<file path="config.mk">
export PLATFORM = sky130hd
export DESIGN_NAME = kole_ctrl
export DESIGN_NICKNAME = d
export VERILOG_FILES = /design/src/design/kole_pkg.sv /design/src/design/kole_ctrl.sv
export SDC_FILE = /design/constraint.sdc
export NUM_CORES = 1
export LEC_CHECK = 0
export BUFFER_PORTS_ARGS = -buffer_cell sky130_fd_sc_hd__buf_4
export CAP_MARGIN = 20
export CORE_ASPECT_RATIO = 0.7
export CORE_UTILIZATION = 24
export DETAILED_ROUTE_END_ITERATION = 12
export PLACE_DENSITY = 0.55
export REMOVE_ABC_BUFFERS = 1
export SLEW_MARGIN = 40
export SYNTH_ARGS = -nofsm -noshare
export SYNTH_HDL_FRONTEND = slang
export SYNTH_SLANG_ARGS = --single-unit
</file>
<file path="constraint.sdc">
create_clock -name clk_i -period 3.3 [get_ports clk_i]
set_input_delay 0.33 -clock clk_i [delete_from_list [all_inputs] [get_ports clk_i]]
set_output_delay 0.33 -clock clk_i [all_outputs]
set_load 0.005 [all_outputs]
</file>
<file path="src/design/kole_pkg.sv">
// Package: sizes, operation and status codes, controller-datapath command and status types
package kole_pkg;

  localparam int unsigned Capacity = 64;
  localparam int unsigned KeyBits  = 64;
  localparam int unsigned SlotW    = $clog2(Capacity);
  localparam int unsigned LinkW    = SlotW + 1;

  localparam logic [LinkW-1:0] NoSlot = LinkW'(Capacity);

  typedef enum logic [2:0] {
    KIND_INS_HEAD   = 3'd0,
    KIND_INS_TAIL   = 3'd1,
    KIND_INS_AFTER  = 3'd2,
    KIND_INS_BEFORE = 3'd3,
    KIND_DELETE     = 3'd4,
    KIND_FIND       = 3'd5
  } kind_e;

  typedef enum logic [2:0] {
    ST_OK        = 3'd0,
    ST_EMPTY     = 3'd1,
    ST_DUPLICATE = 3'd2,
    ST_ABSENT    = 3'd3,
    ST_FULL      = 3'd4
  } status_e;

  typedef enum logic [1:0] {
    WALK_KEY    = 2'd0,
    WALK_ANCHOR = 2'd1
  } walk_sel_e;

  typedef struct packed {
    logic      load;
    logic      walk_start;
    walk_sel_e walk_sel;
    logic      walk_step;
    logic      walk_end;
    logic      rd_cur;
    logic      ins_write;
    logic      ins_after_hit;
    logic      ins_at_head;
    logic      ins_link_prev;
    logic      del_unlink;
    logic      done;
    logic [2:0] status;
    logic      entry_valid;
  } kole_cmd_t;

  typedef struct packed {
    logic [2:0] kind;
    logic       empty;
    logic       full;
    logic       cur_end;
    logic       cur_match;
    logic       steps_done;
    logic       any_free;
  } kole_sts_t;

endpackage

</file>
<file path="src/design/kole_ctrl.sv">
// Controller: sequences walks, inserts, deletes and finds for one item
module kole_ctrl import kole_pkg::*; (
  input  logic      clk_i,
  input  logic      rst_ni,
  input  logic      start_i,
  input  kole_sts_t sts_i,
  output logic      busy_o,
  output kole_cmd_t cmd_o
);

  typedef enum logic [3:0] {
    S_IDLE, S_DECODE, S_WAIT, S_CHECK, S_DUP_DONE, S_ANC_START, S_ANC_WAIT,
    S_ANC_CHECK, S_PLACE_RD, S_PLACE_WR, S_PLACE_LINK, S_DEL_RD, S_DEL_WR, S_FIND_RD,
    S_FIND_OUT
  } state_e;

  state_e state_q, state_d;

  always_comb begin
    state_d = state_q;
    cmd_o   = '0;
    unique case (state_q)
      S_IDLE: begin
        if (start_i) begin
          cmd_o.load = 1'b1;
          state_d    = S_DECODE;
        end
      end
      S_DECODE: begin
        if (sts_i.kind > 3'(KIND_FIND)) begin
          cmd_o.done   = 1'b1;
          cmd_o.status = 3'(ST_OK);
          state_d      = S_IDLE;
        end else if (sts_i.empty && sts_i.kind != 3'(KIND_INS_HEAD)
                     && sts_i.kind != 3'(KIND_INS_TAIL)) begin
          cmd_o.done   = 1'b1;
          cmd_o.status = 3'(ST_EMPTY);
          state_d      = S_IDLE;
        end else begin
          cmd_o.walk_start = 1'b1;
          cmd_o.walk_sel   = WALK_KEY;
          state_d          = S_WAIT;
        end
      end
      S_WAIT: state_d = S_CHECK;
      S_CHECK: begin
        if (!(sts_i.cur_match || sts_i.cur_end || sts_i.steps_done)) begin
          cmd_o.walk_step = 1'b1;
          state_d         = S_WAIT;
        end else begin
          cmd_o.walk_end = 1'b1;
          state_d        = S_DUP_DONE;
        end
      end
      S_DUP_DONE: begin
        // hit and predecessor now registered; cur still addresses the hit
        unique case (sts_i.kind)
          3'(KIND_INS_HEAD), 3'(KIND_INS_TAIL): begin
            if (sts_i.cur_match) begin
              cmd_o.done = 1'b1; cmd_o.status = 3'(ST_DUPLICATE); state_d = S_IDLE;
            end else if (sts_i.full) begin
              cmd_o.done = 1'b1; cmd_o.status = 3'(ST_FULL); state_d = S_IDLE;
            end else if (sts_i.kind == 3'(KIND_INS_HEAD)) begin
              cmd_o.ins_at_head = 1'b1;
              state_d = S_PLACE_WR;
            end else begin
              state_d = S_PLACE_RD;
            end
          end
          3'(KIND_INS_AFTER), 3'(KIND_INS_BEFORE): begin
            if (sts_i.cur_match) begin
              cmd_o.done = 1'b1; cmd_o.status = 3'(ST_DUPLICATE); state_d = S_IDLE;
            end else begin
              state_d = S_ANC_START;
            end
          end
          3'(KIND_DELETE): begin
            if (!sts_i.cur_match) begin
              cmd_o.done = 1'b1; cmd_o.status = 3'(ST_ABSENT); state_d = S_IDLE;
            end else begin
              state_d = S_DEL_RD;
            end
          end
          default: begin
            if (!sts_i.cur_match) begin
              cmd_o.done = 1'b1; cmd_o.status = 3'(ST_ABSENT); state_d = S_IDLE;
            end else begin
              cmd_o.done = 1'b1; cmd_o.status = 3'(ST_OK);
              cmd_o.entry_valid = 1'b1; state_d = S_IDLE;
            end
          end
        endcase
      end
      S_ANC_START: begin
        cmd_o.walk_start = 1'b1;
        cmd_o.walk_sel   = WALK_ANCHOR;
        state_d          = S_ANC_WAIT;
      end
      S_ANC_WAIT: state_d = S_ANC_CHECK;
      S_ANC_CHECK: begin
        if (!(sts_i.cur_match || sts_i.cur_end || sts_i.steps_done)) begin
          cmd_o.walk_step = 1'b1;
          state_d         = S_ANC_WAIT;
        end else begin
          cmd_o.walk_end = 1'b1;
          if (!sts_i.cur_match) begin
            cmd_o.done = 1'b1; cmd_o.status = 3'(ST_ABSENT); state_d = S_IDLE;
          end else if (sts_i.full) begin
            cmd_o.done = 1'b1; cmd_o.status = 3'(ST_FULL); state_d = S_IDLE;
          end else begin
            state_d = S_FIND_RD;
          end
        end
      end
      S_FIND_RD: begin
        // anchor result registered; pick predecessor for the new entry
        cmd_o.ins_after_hit = (sts_i.kind == 3'(KIND_INS_AFTER));
        state_d = S_PLACE_RD;
      end
      S_PLACE_RD: begin
        cmd_o.rd_cur = 1'b1;
        state_d      = S_PLACE_WR;
      end
      S_PLACE_WR: begin
        cmd_o.ins_write = 1'b1;
        state_d         = S_PLACE_LINK;
      end
      S_PLACE_LINK: begin
        cmd_o.ins_link_prev = 1'b1;
        state_d             = S_FIND_OUT;
      end
      S_FIND_OUT: begin
        cmd_o.done   = 1'b1;
        cmd_o.status = 3'(ST_OK);
        state_d      = S_IDLE;
      end
      S_DEL_RD: begin
        state_d = S_DEL_WR;
      end
      S_DEL_WR: begin
        cmd_o.del_unlink = 1'b1;
        state_d          = S_FIND_OUT;
      end
      default: state_d = S_IDLE;
    endcase
  end

  always_ff @(posedge clk_i or negedge rst_ni) begin
    if (!rst_ni) begin
      state_q <= S_IDLE;
    end else begin
      state_q <= state_d;
    end
  end

  assign busy_o = (state_q != S_IDLE);

endmodule
</file>
Yosys cells after proc, flatten, opt, wreduce, memory -nomap -nowiden:

Index checks and enable logic that the tools add are counted.

* order comparisons: 1
* equal/unequal tests: 20
* mux-type cells: 46
* reduce and logical (&&, ||, !) cells: 13

Operators by type and width (number)
* 4-bit two-way mux: 16
* 4-bit case mux with 13 select lines: 1
* 4-bit == test, second input constant: 7
* 4-bit case mux with 3 select lines: 2
* 1-bit two-way mux: 18
* 4-bit by 3-bit == test with 1-bit output, second input constant: 4
* 4-bit case mux with 4 select lines: 1
* 3-bit two-way mux: 4
* 4-bit by 2-bit == test with 1-bit output, second input constant: 2
* 2-bit OR reduction: 4
* 3-bit by 2-bit == test with 1-bit output, second input constant: 2
* 2-bit two-way mux: 3
* 3-bit case mux with 2 select lines: 1
* 5-bit OR reduction: 1
* 4-bit by 1-bit == test with 1-bit output, second input constant: 1
* 4-bit logical NOT: 1
* 4-bit nonzero test: 1
* 3-bit by 1-bit == test with 1-bit output, second input constant: 1
* 3-bit == test, second input constant: 1
* 3-bit > comparator, second input constant: 1
* 3-bit logical NOT: 1
* 3-bit by 1-bit != test with 1-bit output, second input constant: 1
* 3-bit nonzero test: 1
* 1-bit logical AND: 2
* 2 further kinds: 3

* register bits: 4
* input bits: 12
* output and inout bits: 18

Longest topological paths before layout:

Gate-level depths: netlist (run 1).

* word-level depth: 6
* mapped depth: 5
* depth with buffers taken out: 3

Worst setup path after synthesis (run 1):

Ideal clock, no wire load.

* path type: flip-flop to output port
* start point: reg state_q[0]
* end point: out cmd_o[2] (netlist name)
* arrival: 1.210 ns
* data required time: 2.970 ns
* setup slack: 1.760 ns
* cell stages (with the launch flop): 5
* path through: dfrtp_1 > buf_6 > nor4b_4 > a22oi_1 > o22ai_1

RTL lines
* start: declaration: RTL line kole_ctrl.sv:17 `state_e state_q, state_d;`
* start signal: assignment: RTL line kole_ctrl.sv:152 `state_q <= state_d;`
* end: declaration: RTL line kole_ctrl.sv:8 `output kole_cmd_t cmd_o`

==> results of run 1 <==
per-layer routing:
metal / GRT usage [%] / up-vias / part of all wire, %
met3: 3.64 / 2 / 9.4
met2: 19.2 / 38 / 37
met1: 20.0 / 338 / 54
met5: 0 / - / 0
met4: 4.26 / 0 / 0.10
li1: - / 389 / -
power breakdown:
part / total, mW / internal, mW / switching [mW]
Combinational: 0.271 / 0.159 / 0.112
Sequential: 0.165 / 0.0682 / 0.0965
Clock: 0.103 / 0.0777 / 0.0253
Total: 0.539 / 0.304 / 0.234
cell families after synthesis:
kind of cell / share of synthesized area [%]
buffers and inverters: 11.4
and+or+nand+nor: 48.7
AOI/OAI and AO/OA: 22.2
adders and majority gates: 1.44
xor gates and xnor gates: 1.26
DFF: 14.4
other: 0.541
critical path: cells and delay by family, from the launching register on:
family                 cells  cell delay [ns]
AO/OA/AOI/OAI              2             0.40
buffers and inverters      1             0.14
flip-flops                 1             0.59
AND/OR/NAND/NOR            1             0.57
placed cells by master, fill, tap and decap left out, types with 3 or more instances in the layout:
master and count:
a21oi_1 3, buf_4 27, clkbuf_8 3, dfrtp_1 4
inv_1 3, nand2_1 8, nand2b_1 3, nand3_1 4
nor2_1 9, nor2b_1 3, nor3_1 3, nor4b_1 3
o211ai_1 3
worst max-delay path by stage:
stage / cells after the start / startpoint / endpoint / slack [ns]
2_1_floorplan: 3 / state_q[1] / cmd_o[2] / 1.65
3_3_place_gp: 4 / state_q[2] / cmd_o[2] / 1.28
3_5_place_dp: 4 / state_q[1] / cmd_o[2] / 1.29
4_1_cts: 4 / state_q[2] / cmd_o[2] / 1.05
5_1_grt: 4 / state_q[2] / cmd_o[2] / 0.90
6_report: 4 / state_q[1] / cmd_o[2] / 1.06
cell type report:
type / instances / area [µm²]
Fill cell: 288 / 1670
Multi-Input combinational cell: 77 / 514
Timing Repair Buffer: 28 / 213
Sequential cell: 4 / 100
Tap cell: 34 / 42.5
Clock buffer: 3 / 41.3
Inverter: 3 / 11.3
Yosys cell counts (2+ instances only):
| library cell | instances | area, µm² |
|---|---|---|
| nand3_1 | 4 | 20.0 |
| a21oi_1 | 3 | 15.0 |
| nor2_1 | 9 | 33.8 |
| nor3_1 | 3 | 15.0 |
| or3_1 | 2 | 12.5 |
| o221ai_1 | 2 | 17.5 |
| nand2_1 | 8 | 30.0 |
| nor2b_1 | 3 | 18.8 |
| o211ai_1 | 3 | 22.5 |
| buf_2 | 9 | 45.0 |
| nor3b_1 | 2 | 15.0 |
| nand2b_1 | 3 | 18.8 |
| and4bb_1 | 2 | 25.0 |
| and4b_1 | 2 | 20.0 |
| o21ai_1 | 2 | 10.0 |
| nor4b_1 | 3 | 26.3 |
| dfrtp_1 | 4 | 100 |
| a21boi_0 | 2 | 15.0 |
| inv_1 | 3 | 11.3 |
metrics by stage:
step | hold WS (ns) | cell area, µm² | utilization, % | instances
6_report | 0.447 | 922 | 35.6 | 149
5_1_grt | 0.460 | 922 | 35.6 | 149
4_1_cts | 0.443 | 922 | 35.6 | 149
3_5_place_dp | 0.128 | 871 | 33.6 | 145
3_3_place_gp | 0.125 | 871 | 33.6 | 145
2_1_floorplan | 0.0344 | 626 | - | 84
==> run metrics, run 1 <==
setup violators final 0; Post-Syn Instances 96; Post-route DRC 0; first-pass GRT wire length 3.19 mm; Worst-Margin Slew 0.595 ns; final antenna diode count 0; starting density of the core 26.8%; Max-Cap Viols 0; max incr delay on CP 0.59 ns; row count 15; final WL 1.93 mm; vias in the first global route around 700; Distinct cells, synth 46; Area growth, synth to finish 33.0%; asr flop ratio synth 100%; period utilisation layout 67.9%; sequential-to-total area share from yosys stat 14.4%; CTS Buffer Depth 2; RSZ-0062 raised after global routing false; Avg Inst Size Synth 7.22 µm²; CTS tree built; Worst Setup Start Kind register; Final Max Slew Viols 0; Net count, final 129; vias ~770; leakage power 0.396 nW; antenna violations before repair 0; Synth warnings 0; Final Hold Viols 0; Placeable Area 0.00259 mm²; CP arrival about 1.9 ns; RR Startpoint state_q[1]; Max FO, Critical Path 21; Peak Freq approximately 450 MHz; run status finished, final reports clean; share of layout cells above drive strength 1 a little under 30%; Top reg by flops state_q; crit-path cells nor4b_4, a22oi_1, o22ai_1, buf_4; CTS Hold Bufs 1; gr usage total 13.6%; clock-pin slew on the worst setup and hold paths 0.03 ns; Peak VDD IR 0.000231 V; register bit total from synthesis 4; routability congestion estimate about 0.8; root buffer cell clkbuf_8; TritonRoute pass-1 iters 4; Sum Neg Setup Slack 0 ns; required time worst endpoint 2.97 ns; worst hold path class primary input to async pin; wire per inst 12.9 µm; final worst setup slack 1.06 ns; drt via density 5.15; Post-Synthesis Cell Area 693 µm²; Synth Flop Type dfrtp_1; post-DP HPWL 1.40 mm; Reg2Reg Depth 3; skew final 0.00281 ns; pin count of the biggest net entering global routing 22; Worst-Skew Late Latency 0.22 ns; Total Power 539 µW; Die Y 47.0 µm; CP Capture Type output pin; post-layout min period 2.24 ns; DIE WIDTH 66.2 µm; Port Buffers 27; die area approximately 0.0031 mm²; DR iter-0 viols 25; Setup WS pre-CTS between 1 and 1.5 ns; biggest regs state_q x4; CP max-delay cell dfrtp_1; total gr overflow 0; Sinks on Clock Net 4; post-route ant nets 0; worst reg2reg endpoint state_q[3]; Crit Path Class register to output pin; Slew headroom 60.3%; # resized after CTS 0; total power density per cell area around 580 mW/mm²; H-Tree Depth 1; CTS Buf Count 3; Post-synth EDFFs 0; Post-CTS Setup Inserts 0; max FFs per register 4; FF-to-FF setup slack 1.75 ns; IO Count 30
(Power assumes the default switching activity.)
==> run 2, diff against run 1 <==
==> constraint.sdc (replaced) <==
create_clock -name clk_i -period 2.2 [get_ports clk_i]
set_input_delay 0.22 -clock clk_i [delete_from_list [all_inputs] [get_ports clk_i]]
set_output_delay 0.22 -clock clk_i [all_outputs]
set_load 0.005 [all_outputs]
==> run 2 against run 1 <==
Compared with the run above: register-to-register slack worse by 0.93 ns; count of clock-buffer cells in the layout unchanged; via count is 2.0% higher; design area rose by 3.3%; core utilization grew 1.2 points; flip-flop and latch count is the same; largest power group unchanged; largest cell class unchanged; setup slack got worse by 0.85 ns.
==> run metrics, run 2 (synthesis gave the netlist of run 1 again) <==
Setup WS pre-CTS 0.435 ns; Die Y around 47 µm; post-layout min period about 2.0 ns; Placeable Area 0.00259 mm²; Port Buffers 27; H-Tree Depth 1; CTS Buf Count 3; first-pass GRT wire length between 3 and 4 mm; Sum Neg Setup Slack 0 ns; drt via density 5.11; final hold slack 0.344 ns; Peak Freq 504 MHz; Worst Setup SP state_q[0]; Crit Path Class register to output pin; starting density of the core 26.8%; wire per inst 12.6 µm; Final Util between 30% and 40%; gr usage total between 10 and 15%; period utilisation layout 90.3%; Top reg by flops state_q; biggest regs state_q x4; Final Hold Viols 0; leakage power 0.416 nW; routability congestion estimate approximately 0.8; fillers approximately 290; most frequent cells in the layout buf_4, nor2_1, nand2_1; CP arrival about 1.8 ns; Area growth, synth to finish 37.4%; Worst Setup Start Kind register; TritonRoute pass-1 iters 4; post-DP HPWL 1.49 mm; Final Max Slew Viols 0; share of layout cells above drive strength 1 31.9%; run status finished, final reports clean; vias 782; CP Capture Type output pin; DR iter-0 viols 28; Post-Layout Cell Count 153; DIE WIDTH 66.2 µm; crit-path cells nor4b_4, a22oi_1, o22ai_1, buf_4; CP max-delay cell nor4b_4; Buf/Inv on CP 1; Worst-Skew Late Latency 0.21 ns; root buffer cell clkbuf_8; # resized after CTS 0; pin count of the biggest net entering global routing 21; final worst setup slack between 0.2 and 0.25 ns; Net count, final 133; commonest non-fill, non-tap cell in the layout buf_4; final antenna diode count 0; Sinks on Clock Net 4; max incr delay on CP 0.53 ns; Post-CTS Setup Inserts 0; register area 100 µm²; post-route ant nets 0; die area around 0.0031 mm²; worst hold path class primary input to async pin; footprint of the multi-input gates a little over 500 µm²; Post-route DRC 0; skew final between 0.004 and 0.005 ns; RR Startpoint state_q[0]; row count 15; final WL 1.93 mm; antenna violations before repair 0; max FFs per register 4; required time worst endpoint 1.98 ns; setup violators final 0; clock-pin slew on the worst setup and hold paths ~0.03 ns; Max-Cap Viols 0; Max FO, Critical Path 10; Peak VDD IR 0.000375 V; vias in the first global route roughly 660; CTS Buffer Depth 2; CP delay by family, top simple AND/OR/NAND/NOR gates; RSZ-0062 raised after global routing false; total gr overflow 0; cell count after placement about 150; CTS tree built; IO Count 30; total power density per cell area 895 mW/mm²
## run 2: changes by cell type in the layout (fill, tap and decap cells not counted)
cell,previous run,this run
buf_4,27,31
## run 2: stage by stage
step | total power [mW] | instance area (µm²)
floorplan | 0.460 | 626
global placement | 0.693 | 901
detailed placement | 0.703 | 901
CTS | 0.859 | 952
global route | 0.925 | 952
finish | 0.852 | 952
## run 2: power breakdown
part,switching [mW],internal (mW),total (mW),leakage [nW]
combinational,0.259,0.273,0.532,0.343
sequential,0.0660,0.104,0.170,0.0513
clock,0.0340,0.116,0.150,0.0216
total,0.359,0.493,0.852,0.416
## run 2: area by class of cell
cell class,instances,share of cell area [%]
clock buffer,3,4.34
inverter,3,1.18
sequential,4,10.5
multi-input combinational,77,54.0
tap,34,4.47
timing repair buffer,32,25.5
## run 2: worst paths after layout
kind                         endpoint  slack [ns]  cells after the start
hold reg to reg            state_q[2]        0.71                      3
setup reg to reg           state_q[3]        0.82                      3
setup / recovery             cmd_o[2]        0.21                      4
max in group asynchronous  state_q[0]        1.75                      2
hold / removal             state_q[2]        0.34                      2
min in group clk_i         state_q[2]        0.38                      3
## run 2: metal layers
metal | part of all wire [%] | up-vias | global-route usage (%)
li1 | - | 404 | -
met5 | 0 | - | 0
met4 | 0 | 0 | 2.55
met1 | 53 | 349 | 18.7
met3 | 7.3 | 0 | 2.43
met2 | 40 | 29 | 19.8
## run 2: timing repair
| item | in CTS | in global routing |
|---|---|---|
| hold buffers | 1 | 0 |
| endpoints found under the hold margin | 4 | 0 |
| setup endpoints to repair | 0 | 0 |
